**src/sv/ohlc_bar_aggregator_unit_defines.svh**
```systemverilog
// Assertion macros shared by the aggregator RTL.
// Each macro samples on clk_i and is disabled while rst_ni is low.
`ifndef OHLC_BAR_AGGREGATOR_UNIT_DEFINES_SVH
`define OHLC_BAR_AGGREGATOR_UNIT_DEFINES_SVH

// Same-cycle implication
`define OHLC_ASSERT_SAME(lbl, ante, cons, msg) \
  lbl: assert property (@(posedge clk_i) disable iff (!rst_ni) (ante) |-> (cons)) \
    else $error(msg);

// Next-cycle implication
`define OHLC_ASSERT_NEXT(lbl, ante, cons, msg) \
  lbl: assert property (@(posedge clk_i) disable iff (!rst_ni) (ante) |=> (cons)) \
    else $error(msg);

`endif

```
**src/sv/ohlc_pkg.sv**
```systemverilog
`timescale 1ns / 1ps
package ohlc_pkg;

  // Field widths
  localparam int DateW  = 27;
  localparam int SeqW   = 15;
  localparam int PriceW = 32;
  localparam int DivW   = 16;
  localparam int GapW   = 15;

  // Divider geometry: dividend 2P+d, divisor 2d
  localparam int DvdW     = PriceW + 2;
  localparam int DvsW     = DivW + 1;
  localparam int DivSteps = DvdW;
  localparam int DivCntW  = $clog2(DivSteps);
  localparam logic [DivCntW-1:0] DivLast = DivCntW'(DivSteps - 1);

  // Group marker backoff
  localparam int MarkW = 16;
  localparam logic [MarkW-1:0] SeqBackoff = 16'd5;

  // Register reset values
  localparam logic [DivW-1:0] ScaleReset = 16'd1;
  localparam logic [GapW-1:0] GapReset   = 15'd30;

  // Price slots in the operand buffer
  localparam logic [1:0] SlotOpen  = 2'd0;
  localparam logic [1:0] SlotHigh  = 2'd1;
  localparam logic [1:0] SlotLow   = 2'd2;
  localparam logic [1:0] SlotClose = 2'd3;

  typedef enum logic [0:0] {
    CFG_SCALE_DIV = 1'b0,
    CFG_GAP_LIMIT = 1'b1
  } cfg_idx_e;

  typedef enum logic [5:0] {
    S_IDLE       = 6'b000001,
    S_START      = 6'b000010,
    S_DIV        = 6'b000100,
    S_MERGE      = 6'b001000,
    S_EMIT_GROUP = 6'b010000,
    S_UPDATE     = 6'b100000
  } agg_state_e;

  // Divider status toward the sequencer
  typedef struct packed {
    logic busy;
    logic done;
  } div_stat_t;

endpackage

```
**src/sv/ohlc_div.sv**
```systemverilog
`timescale 1ns / 1ps
module ohlc_div (
  input  logic                        clk_i,
  input  logic                        rst_ni,
  input  logic                        start_i,
  input  logic [ohlc_pkg::DvdW-1:0]   dividend_i,
  input  logic [ohlc_pkg::DvsW-1:0]   divisor_i,
  output ohlc_pkg::div_stat_t         stat_o,
  output logic [ohlc_pkg::PriceW-1:0] quotient_o
);
  import ohlc_pkg::*;

  logic               busy_q, done_q;
  logic [DivCntW-1:0] cnt_q;
  logic [DvsW-1:0]    rem_q, dvs_q;
  logic [DvdW-1:0]    num_q;
  logic [PriceW-1:0]  quo_q;
  logic [DvsW:0]      trial;
  logic               fits;

  // One restoring step: bring down the next dividend bit and try subtract
  assign trial = {rem_q, num_q[DvdW-1]};
  assign fits  = trial >= {1'b0, dvs_q};

  // Sequence the steps
  always_ff @(posedge clk_i or negedge rst_ni) begin
    if (!rst_ni) begin
      busy_q <= 1'b0;
      done_q <= 1'b0;
      cnt_q  <= '0;
    end else begin
      done_q <= busy_q && (cnt_q == DivLast);
      if (start_i) begin
        busy_q <= 1'b1;
        cnt_q  <= '0;
      end else if (busy_q) begin
        cnt_q <= cnt_q + 1'b1;
        if (cnt_q == DivLast) begin
          busy_q <= 1'b0;
        end
      end
    end
  end

  // Shift remainder, dividend and quotient
  always_ff @(posedge clk_i) begin
    if (start_i) begin
      rem_q <= '0;
      dvs_q <= divisor_i;
      num_q <= dividend_i;
      quo_q <= '0;
    end else if (busy_q) begin
      rem_q <= fits ? DvsW'(trial - {1'b0, dvs_q}) : trial[DvsW-1:0];
      num_q <= {num_q[DvdW-2:0], 1'b0};
      quo_q <= {quo_q[PriceW-2:0], fits};
    end
  end

  assign stat_o.busy = busy_q;
  assign stat_o.done = done_q;
  assign quotient_o  = quo_q;

endmodule

```
**src/sv/ohlc_bar_aggregator_unit.sv**
```systemverilog
`timescale 1ns / 1ps
// OHLC bar aggregator: merges fine price bars into coarse bars.
// Input channel (in_valid_i/in_ready_o) takes one fine bar per item; the
// output channel (out_valid_o/out_ready_i) returns finished coarse bars.
// A fine bar yields zero, one or two coarse bars: the finished bar when a
// new bar starts, then the flushed bar when final_item_i is set.
// Configuration (cfg_valid_i/cfg_ready_o, cfg_index_i, cfg_data_i) writes
// the price divisor (index 0) and the sequence gap limit (index 1); it is
// always ready and should be written only while the block is idle.
// The pace of items is set by the single bit-serial divider that scales
// the four prices one after another (34 steps plus a load and a handoff
// step each). Results are registered onto out_valid_o; a flushed bar that
// follows a finished bar is loaded once the output register is free again.
// The input is not ready while an item is in work. A stalled receiver
// holds the output register; the block then waits before loading the next
// result but still accepts a new item once the current one is finished.
// Reset clears all bar state, sets the divisor to 1 and the gap to 30.
// After a final item all bar state returns to reset; registers are kept.
module ohlc_bar_aggregator_unit (
  input  logic                        clk_i,
  input  logic                        rst_ni,
  // configuration
  input  logic                        cfg_valid_i,
  output logic                        cfg_ready_o,
  input  ohlc_pkg::cfg_idx_e          cfg_index_i,
  input  logic [ohlc_pkg::DivW-1:0]   cfg_data_i,
  // fine bars in
  input  logic                        in_valid_i,
  output logic                        in_ready_o,
  input  logic [ohlc_pkg::DateW-1:0]  bar_date_i,
  input  logic [ohlc_pkg::SeqW-1:0]   time_seq_i,
  input  logic [ohlc_pkg::PriceW-1:0] open_price_i,
  input  logic [ohlc_pkg::PriceW-1:0] high_price_i,
  input  logic [ohlc_pkg::PriceW-1:0] low_price_i,
  input  logic [ohlc_pkg::PriceW-1:0] close_price_i,
  input  logic                        final_item_i,
  // coarse bars out
  output logic                        out_valid_o,
  input  logic                        out_ready_i,
  output logic [ohlc_pkg::DateW-1:0]  out_date_o,
  output logic [ohlc_pkg::SeqW-1:0]   out_seq_o,
  output logic [ohlc_pkg::PriceW-1:0] out_open_o,
  output logic [ohlc_pkg::PriceW-1:0] out_high_o,
  output logic [ohlc_pkg::PriceW-1:0] out_low_o,
  output logic [ohlc_pkg::PriceW-1:0] out_close_o,
  output logic [ohlc_pkg::PriceW-1:0] first_fine_index_o,
  output logic [ohlc_pkg::PriceW-1:0] coarse_index_o,
  output logic [ohlc_pkg::PriceW-1:0] overall_high_o,
  output logic [ohlc_pkg::PriceW-1:0] overall_low_o,
  output logic                        stream_end_o
);
  import ohlc_pkg::*;

  agg_state_e state_q, state_d;

  // Registers
  logic [DivW-1:0] scale_q;
  logic [GapW-1:0] gap_q;

  // Latched item
  logic [DateW-1:0]  date_q;
  logic [SeqW-1:0]   seq_q;
  logic              final_q;
  logic [PriceW-1:0] price_q [4];
  logic [1:0]        slot_q;
  logic              start_q;

  // Bar state
  logic              grp_open_q;
  logic [DateW-1:0]  grp_date_q;
  logic [MarkW-1:0]  grp_mark_q;
  logic [SeqW-1:0]   grp_seq_q;
  logic [PriceW-1:0] grp_op_q, grp_hi_q, grp_lo_q, grp_cl_q, grp_idx_q;
  logic [PriceW-1:0] fine_cnt_q, coarse_cnt_q, strm_hi_q, strm_lo_q;

  // Output register
  logic              out_valid_q;
  logic [DateW-1:0]  o_date_q;
  logic [SeqW-1:0]   o_seq_q;
  logic [PriceW-1:0] o_op_q, o_hi_q, o_lo_q, o_cl_q, o_idx_q, o_cnt_q, o_shi_q, o_slo_q;
  logic              o_end_q;

  logic              in_fire, out_free, emit_group, emit_final;
  logic [DivW-1:0]   dvs_eff;
  logic [DvdW-1:0]   dividend;
  logic [DvsW-1:0]   divisor;
  div_stat_t         div_stat;
  logic [PriceW-1:0] quotient;
  logic signed [SeqW+2:0] seq_span;
  logic              start_now;

  assign cfg_ready_o = 1'b1;
  assign in_ready_o  = (state_q == S_IDLE);
  assign in_fire     = in_valid_i && in_ready_o;
  assign out_free    = !out_valid_q || out_ready_i;
  assign emit_group  = (state_q == S_EMIT_GROUP) && out_free;
  assign emit_final  = (state_q == S_UPDATE) && final_q && out_free;

  // Write configuration registers
  always_ff @(posedge clk_i or negedge rst_ni) begin
    if (!rst_ni) begin
      scale_q <= ScaleReset;
      gap_q   <= GapReset;
    end else if (cfg_valid_i && cfg_ready_o) begin
      case (cfg_index_i)
        CFG_SCALE_DIV: scale_q <= cfg_data_i;
        CFG_GAP_LIMIT: gap_q   <= cfg_data_i[GapW-1:0];
        default: ;
      endcase
    end
  end

  // Build divider operands: (2P + d) / (2d), zero divisor taken as one
  assign dvs_eff  = (scale_q == '0) ? DivW'(1) : scale_q;
  assign divisor  = {dvs_eff, 1'b0};
  assign dividend = {1'b0, price_q[slot_q], 1'b0} + DvdW'(dvs_eff);

  ohlc_div u_div (
    .clk_i      (clk_i),
    .rst_ni     (rst_ni),
    .start_i    (state_q == S_START),
    .dividend_i (dividend),
    .divisor_i  (divisor),
    .stat_o     (div_stat),
    .quotient_o (quotient)
  );

  // Decide whether this item opens a new bar
  assign seq_span = $signed({3'b000, seq_q}) - $signed({{(SeqW+3-MarkW){grp_mark_q[MarkW-1]}},
                                                         grp_mark_q});
  assign start_now = !grp_open_q || (date_q != grp_date_q) ||
                     (seq_span > $signed({3'b000, gap_q}));

  // Advance the sequencer
  always_comb begin
    state_d = state_q;
    case (state_q)
      S_IDLE:       if (in_fire) state_d = S_START;
      S_START:      state_d = S_DIV;
      S_DIV: begin
        if (div_stat.done) begin
          state_d = (slot_q == SlotClose) ? S_MERGE : S_START;
        end
      end
      S_MERGE:      state_d = (start_now && grp_open_q) ? S_EMIT_GROUP : S_UPDATE;
      S_EMIT_GROUP: if (out_free) state_d = S_UPDATE;
      S_UPDATE:     if (!final_q || out_free) state_d = S_IDLE;
      default:      state_d = S_IDLE;
    endcase
  end

  always_ff @(posedge clk_i or negedge rst_ni) begin
    if (!rst_ni) begin
      state_q <= S_IDLE;
      slot_q  <= SlotOpen;
    end else begin
      state_q <= state_d;
      if (in_fire) begin
        slot_q <= SlotOpen;
      end else if (state_q == S_DIV && div_stat.done) begin
        slot_q <= slot_q + 1'b1;
      end
    end
  end

  // Latch the item, then overwrite each price with its scaled value
  always_ff @(posedge clk_i) begin
    if (in_fire) begin
      date_q     <= bar_date_i;
      seq_q      <= time_seq_i;
      final_q    <= final_item_i;
      price_q[0] <= open_price_i;
      price_q[1] <= high_price_i;
      price_q[2] <= low_price_i;
      price_q[3] <= close_price_i;
    end else if (state_q == S_DIV && div_stat.done) begin
      price_q[slot_q] <= quotient;
    end
    if (state_q == S_MERGE) begin
      start_q <= start_now;
    end
  end

  // Update bar state, counters and stream extremes
  always_ff @(posedge clk_i or negedge rst_ni) begin
    if (!rst_ni) begin
      grp_open_q   <= 1'b0;
      grp_date_q   <= '0;
      grp_mark_q   <= '0;
      grp_seq_q    <= '0;
      grp_op_q     <= '0;
      grp_hi_q     <= '0;
      grp_lo_q     <= '0;
      grp_cl_q     <= '0;
      grp_idx_q    <= '0;
      fine_cnt_q   <= '0;
      coarse_cnt_q <= '0;
      strm_hi_q    <= '0;
      strm_lo_q    <= '1;
    end else begin
      if (state_q == S_MERGE) begin
        if (price_q[SlotHigh] > strm_hi_q) strm_hi_q <= price_q[SlotHigh];
        if (price_q[SlotLow] < strm_lo_q)  strm_lo_q <= price_q[SlotLow];
      end
      if (emit_group) begin
        coarse_cnt_q <= coarse_cnt_q + 1'b1;
      end
      if (emit_final) begin
        // final flush: drop all bar state back to reset
        grp_open_q   <= 1'b0;
        grp_date_q   <= '0;
        grp_mark_q   <= '0;
        grp_seq_q    <= '0;
        grp_op_q     <= '0;
        grp_hi_q     <= '0;
        grp_lo_q     <= '0;
        grp_cl_q     <= '0;
        grp_idx_q    <= '0;
        fine_cnt_q   <= '0;
        coarse_cnt_q <= '0;
        strm_hi_q    <= '0;
        strm_lo_q    <= '1;
      end else if (state_q == S_UPDATE && !final_q) begin
        if (start_q) begin
          grp_open_q <= 1'b1;
          grp_date_q <= date_q;
          grp_mark_q <= {1'b0, seq_q} - SeqBackoff;
          grp_op_q   <= price_q[SlotOpen];
          grp_hi_q   <= price_q[SlotHigh];
          grp_lo_q   <= price_q[SlotLow];
          grp_idx_q  <= fine_cnt_q;
        end else begin
          if (price_q[SlotHigh] > grp_hi_q) grp_hi_q <= price_q[SlotHigh];
          if (price_q[SlotLow] < grp_lo_q)  grp_lo_q <= price_q[SlotLow];
        end
        grp_cl_q   <= price_q[SlotClose];
        grp_seq_q  <= seq_q;
        fine_cnt_q <= fine_cnt_q + 1'b1;
      end
    end
  end

  // Hold the output item until taken
  always_ff @(posedge clk_i or negedge rst_ni) begin
    if (!rst_ni) begin
      out_valid_q <= 1'b0;
    end else if (emit_group || emit_final) begin
      out_valid_q <= 1'b1;
    end else if (out_ready_i) begin
      out_valid_q <= 1'b0;
    end
  end

  // Load the finished bar, or the flushed bar merged with this item
  always_ff @(posedge clk_i) begin
    if (emit_group) begin
      o_date_q <= grp_date_q;
      o_seq_q  <= grp_seq_q;
      o_op_q   <= grp_op_q;
      o_hi_q   <= grp_hi_q;
      o_lo_q   <= grp_lo_q;
      o_cl_q   <= grp_cl_q;
      o_idx_q  <= grp_idx_q;
      o_cnt_q  <= coarse_cnt_q;
      o_shi_q  <= '0;
      o_slo_q  <= '0;
      o_end_q  <= 1'b0;
    end else if (emit_final) begin
      o_date_q <= start_q ? date_q : grp_date_q;
      o_seq_q  <= seq_q;
      o_op_q   <= start_q ? price_q[SlotOpen] : grp_op_q;
      o_hi_q   <= (!start_q && grp_hi_q >= price_q[SlotHigh]) ? grp_hi_q
                                                              : price_q[SlotHigh];
      o_lo_q   <= (!start_q && grp_lo_q <= price_q[SlotLow]) ? grp_lo_q
                                                             : price_q[SlotLow];
      o_cl_q   <= price_q[SlotClose];
      o_idx_q  <= start_q ? fine_cnt_q : grp_idx_q;
      o_cnt_q  <= coarse_cnt_q;
      o_shi_q  <= strm_hi_q;
      o_slo_q  <= strm_lo_q;
      o_end_q  <= 1'b1;
    end
  end

  assign out_valid_o        = out_valid_q;
  assign out_date_o         = o_date_q;
  assign out_seq_o          = o_seq_q;
  assign out_open_o         = o_op_q;
  assign out_high_o         = o_hi_q;
  assign out_low_o          = o_lo_q;
  assign out_close_o        = o_cl_q;
  assign first_fine_index_o = o_idx_q;
  assign coarse_index_o     = o_cnt_q;
  assign overall_high_o     = o_shi_q;
  assign overall_low_o      = o_slo_q;
  assign stream_end_o       = o_end_q;

  `include "ohlc_bar_aggregator_unit_defines.svh"

  `OHLC_ASSERT_SAME(a_idle_div_quiet, state_q == S_IDLE, !div_stat.busy, "divider busy while idle")
  `OHLC_ASSERT_SAME(a_done_in_div, div_stat.done, state_q == S_DIV, "divider done outside wait")
  `OHLC_ASSERT_SAME(a_mid_zero_ext, out_valid_o && !stream_end_o, overall_high_o == '0 && overall_low_o == '0, "extremes on a mid-stream bar")
  `OHLC_ASSERT_NEXT(a_flush_clears, emit_final, !grp_open_q && fine_cnt_q == '0 && coarse_cnt_q == '0, "state kept after flush")

endmodule

```
**config.mk**
```make
export PLATFORM = sky130hd
export DESIGN_NAME = ohlc_bar_aggregator_unit
export DESIGN_NICKNAME = d
export VERILOG_FILES = /design/src/sv/ohlc_pkg.sv /design/src/sv/ohlc_div.sv /design/src/sv/ohlc_bar_aggregator_unit.sv
export VERILOG_INCLUDE_DIRS = /design/src /design/src/sv
export SDC_FILE = /design/constraint.sdc
export NUM_CORES = 2
export LEC_CHECK = 0
export ABC_CLOCK_PERIOD_IN_PS = 15100
export BUFFER_PORTS_ARGS = -buffer_cell sky130_fd_sc_hd__buf_2
export CORE_MARGIN = 4
export CORE_UTILIZATION = 59
export CTS_CLUSTER_SIZE = 30
export DETAILED_ROUTE_END_ITERATION = 7
export PLACE_DENSITY = 0.79
export SLEW_MARGIN = 20
export SYNTH_ARGS = -nofsm -noshare
export SYNTH_HDL_FRONTEND = slang
export SYNTH_SLANG_ARGS = --single-unit
```
**constraint.sdc**
```tcl
create_clock -name clk_i -period 15.1 [get_ports clk_i]
set_input_delay 3.02 -clock clk_i [delete_from_list [all_inputs] [get_ports clk_i]]
set_output_delay 3.02 -clock clk_i [all_outputs]
set_load 0.005 [all_outputs]
```
==> metrics.txt <==
outcome=completed; per-cell routed wire length=24.38 µm; core area=0.07595 mm²; syn nets=4241; total global routing overflow=0; Remaining DRCs=0; Critical Path Fanout Max=78; Avg Cell Area, Syn=11.76 µm²; area leader, netlist=edfxtp_1; Main synth FF type=edfxtp_1; Area growth, synth to finish=15.28%; buffers plus inverters on the worst setup path=3; DIE WIDTH=285.0 µm; Flop pwr share=46.4%; RSZ-0062 raised after global routing=no; NumNets Final=4668; Hold Fails Final Rpt=0; PwrDens=142.7 mW/mm²; Gate Count Post-Synth=3851; Post-synth EDFFs=456; die footprint=0.08123 mm²; CP max-delay cell=buf_4; row count=101; setup ws final=9568 ps; Synth Cell Area=0.04528 mm²; hold-fix buffers at CTS=0; Crit Reg-Reg Endpoint=u_div.num_q[27]; crit share post-route=36.63%; r2r setup slk=10580 ps; Cell variety after synth=74; vias in the first global route=32880; CP Depth=7; root buf cell=clkbuf_16; First DRT Iteration DRCs=3362; Worst Reg2Reg Path Length in Cells=11; hpwl dp=90.35 mm; Seq/Total Area, Yosys=57.22%; flop and latch count out of synthesis=965; Worst-path clk slew=70 ps; CTS max path bufs=3; top cells by area, synth=edfxtp_1 30%, dfrtp_1 20%, mux2_2 8.5%, ha_1 5.4%, dfxtp_1 5.0%; Int Pwr=5.249 mW; GRT Util Overall=31.87%; vias post-DR=33130; CP peak stage delay=820 ps; Slew @ Worst Pin=1166 ps; Hold Slack=450.2 ps; Synth warnings=0; TNS Setup=0 ps; fmax=180.8 MHz; Final ANT Viol Nets=0; TritonCTS clock tree=yes; most common cell in the netlist=nand2_1; Post-DP Area=0.04870 mm²; Total Power=7.447 mW; DRT Pass-1 Iters=6; Slew HR=20.27%; Worst setup endpoint=grp_hi_q[13]; CP startpoint=out_ready_i; Die Height=285.0 µm; minimum clock period=5532 ps; Routability Congestion=0.9333; Pins Over Slew Limit=0; ratio of cells with drive above 1 in the final layout=26.24%; ys async rst share=40.93%; largest net degree at the start of global routing=154; Crit Path Class=input pin to flip-flop; Layout Utilization=68.72%; Boundary Pins=495; Hold Crit Class=flip-flop to flip-flop; Critical Path AT=6070 ps; post-synth top area share=30.24%; Psw=2.199 mW; post-route insts no fill=5407; Starting Density=59.61%; DP Cell Count=5208; Sink Count=965; cell family with most CP delay=buffers and inverters; crit path launch type=input pin; VDD IR max=0.09789 mV; worst-skew pair later-pin latency=660 ps; first-pass GRT wire length=198.3 mm; clock share of power=34.6%; leak pwr=23.35 nW; vias per cell=6.127; pre-CTS WS=8967 ps; H-Tree Depth=3; Final Setup Violations=0; setup bufs post-CTS=0; Logic pwr share=19.0%; Final Cell Area=0.05220 mm²; endpoint class of the critical path=flip-flop; Switching Share=29.52%; number of port buffers=493; Clock Skews=29.16 ps; Max-cap violations=0; Synth top cells by count=538 x nand2_1, 456 x edfxtp_1, 357 x dfrtp_1, 343 x mux2_2, 201 x inv_1; Final Routed Wirelength=131.8 mm; reg2reg start=slot_q[1]; initial antenna violation count=13; Most Frequent Cell on Critical Path=buf_4; WP data required=15640 ps; TritonCTS Buffers=98; post-CTS sizing=0; cells along the critical path=buf_2, nand2b_1, and3_4, buf_4, buf_4, nor2_1, mux2_2
==> logic make-up (layout without fill, tap and decap cells) <==
group / count (synthesis) / count (layout) / synth area share, %
mux: 437 / 437 / 11.49
xor+xnor: 122 / 122 / 2.360
simple gates: 1110 / 1110 / 11.02
other cells: 1 / 15 / 0.008283
fa+ha+maj: 197 / 197 / 5.494
flops: 965 / 965 / 57.22
buf+inv: 408 / 920 / 3.407
compound gates: 611 / 611 / 9.001
==> placed cells by master, fill, tap and decap left out, types with 62 or more instances in the layout <==
cell type	count
nand2_1	532
buf_2	492
edfxtp_1	456
dfrtp_1	354
mux2_2	343
inv_1	199
ha_1	194
nor2_1	185
nand3_1	162
a21oi_1	148
o21ai_0	124
dfxtp_1	114
clkbuf_16	105
a22o_1	89
xnor2_1	65
mux2i_1	62
==> per-layer routing <==
layer	routed length (µm)	vias to the layer above	GRT usage, %
li1	-	14710	-
met1	51520	16340	42.59
met2	61450	1737	50.53
met3	11650	334	5.659
met4	7198	2	16.37
met5	16	-	0
==> worst register-to-register path, stage by stage (launching register included) <==
cell and delay [ps]:
dfrtp_2 660, buf_4 560, mux4_2 670, ha_1 370, and3_1 250, and3_1 190
a21oi_1 140, o211ai_1 160, a31oi_1 840, nor3_1 140, xnor2_1 190, o21ai_0 80
==> worst min-delay path by stage <==
stage                      start                  to  cells past startpoint
5_1_grt        overall_low_o[16]   overall_low_o[16]                      2
2_1_floorplan   coarse_cnt_q[31]  coarse_index_o[31]                      0
6_report       overall_low_o[29]   overall_low_o[29]                      2
4_1_cts        overall_low_o[29]   overall_low_o[29]                      2
3_5_place_dp   overall_low_o[29]   overall_low_o[29]                      2
3_3_place_gp   overall_low_o[21]   overall_low_o[21]                      2
==> state kept, by name, indices dropped and copies added, names as in the netlist, 17 cells and up <==
signal              count
strm_lo_q              32
grp_idx_q              32
grp_hi_q               32
price_q               128
grp_cl_q               32
out_high_o             32
overall_low_o          32
out_low_o              32
grp_op_q               32
u_div.quotient_o       32
first_fine_index_o     32
out_close_o            32
strm_hi_q              32
overall_high_o         32
u_div.num_q            34
date_q                 27
grp_date_q             27
out_date_o             27
fine_cnt_q             32
coarse_cnt_q           32
out_open_o             32
grp_lo_q               32
coarse_index_o         32
u_div.rem_q            17
==> cell type report <==
type	count	area (µm²)
Timing Repair Buffer	534	2801
Fill cell	5380	23750
Tap cell	1030	1289
Inverter	201	754.5
Antenna cell	14	35.03
Sequential cell	965	25910
Multi-Input combinational cell	2478	17960
Clock inverter	45	536.8
Clock buffer	140	2909
==> power by group through the flow <==
stage | clock network (mW) | registers, mW | logic, mW
6_report | 2.58 | 3.46 | 1.41
3_3_place_gp | 0 | 3.48 | 1.35
4_1_cts | 2.60 | 3.44 | 1.41
2_1_floorplan | 0 | 3.33 | 1.03
3_5_place_dp | 0 | 3.49 | 1.39
5_1_grt | 2.72 | 3.48 | 1.57
Note: power is estimated with default switching activity, not from simulation.
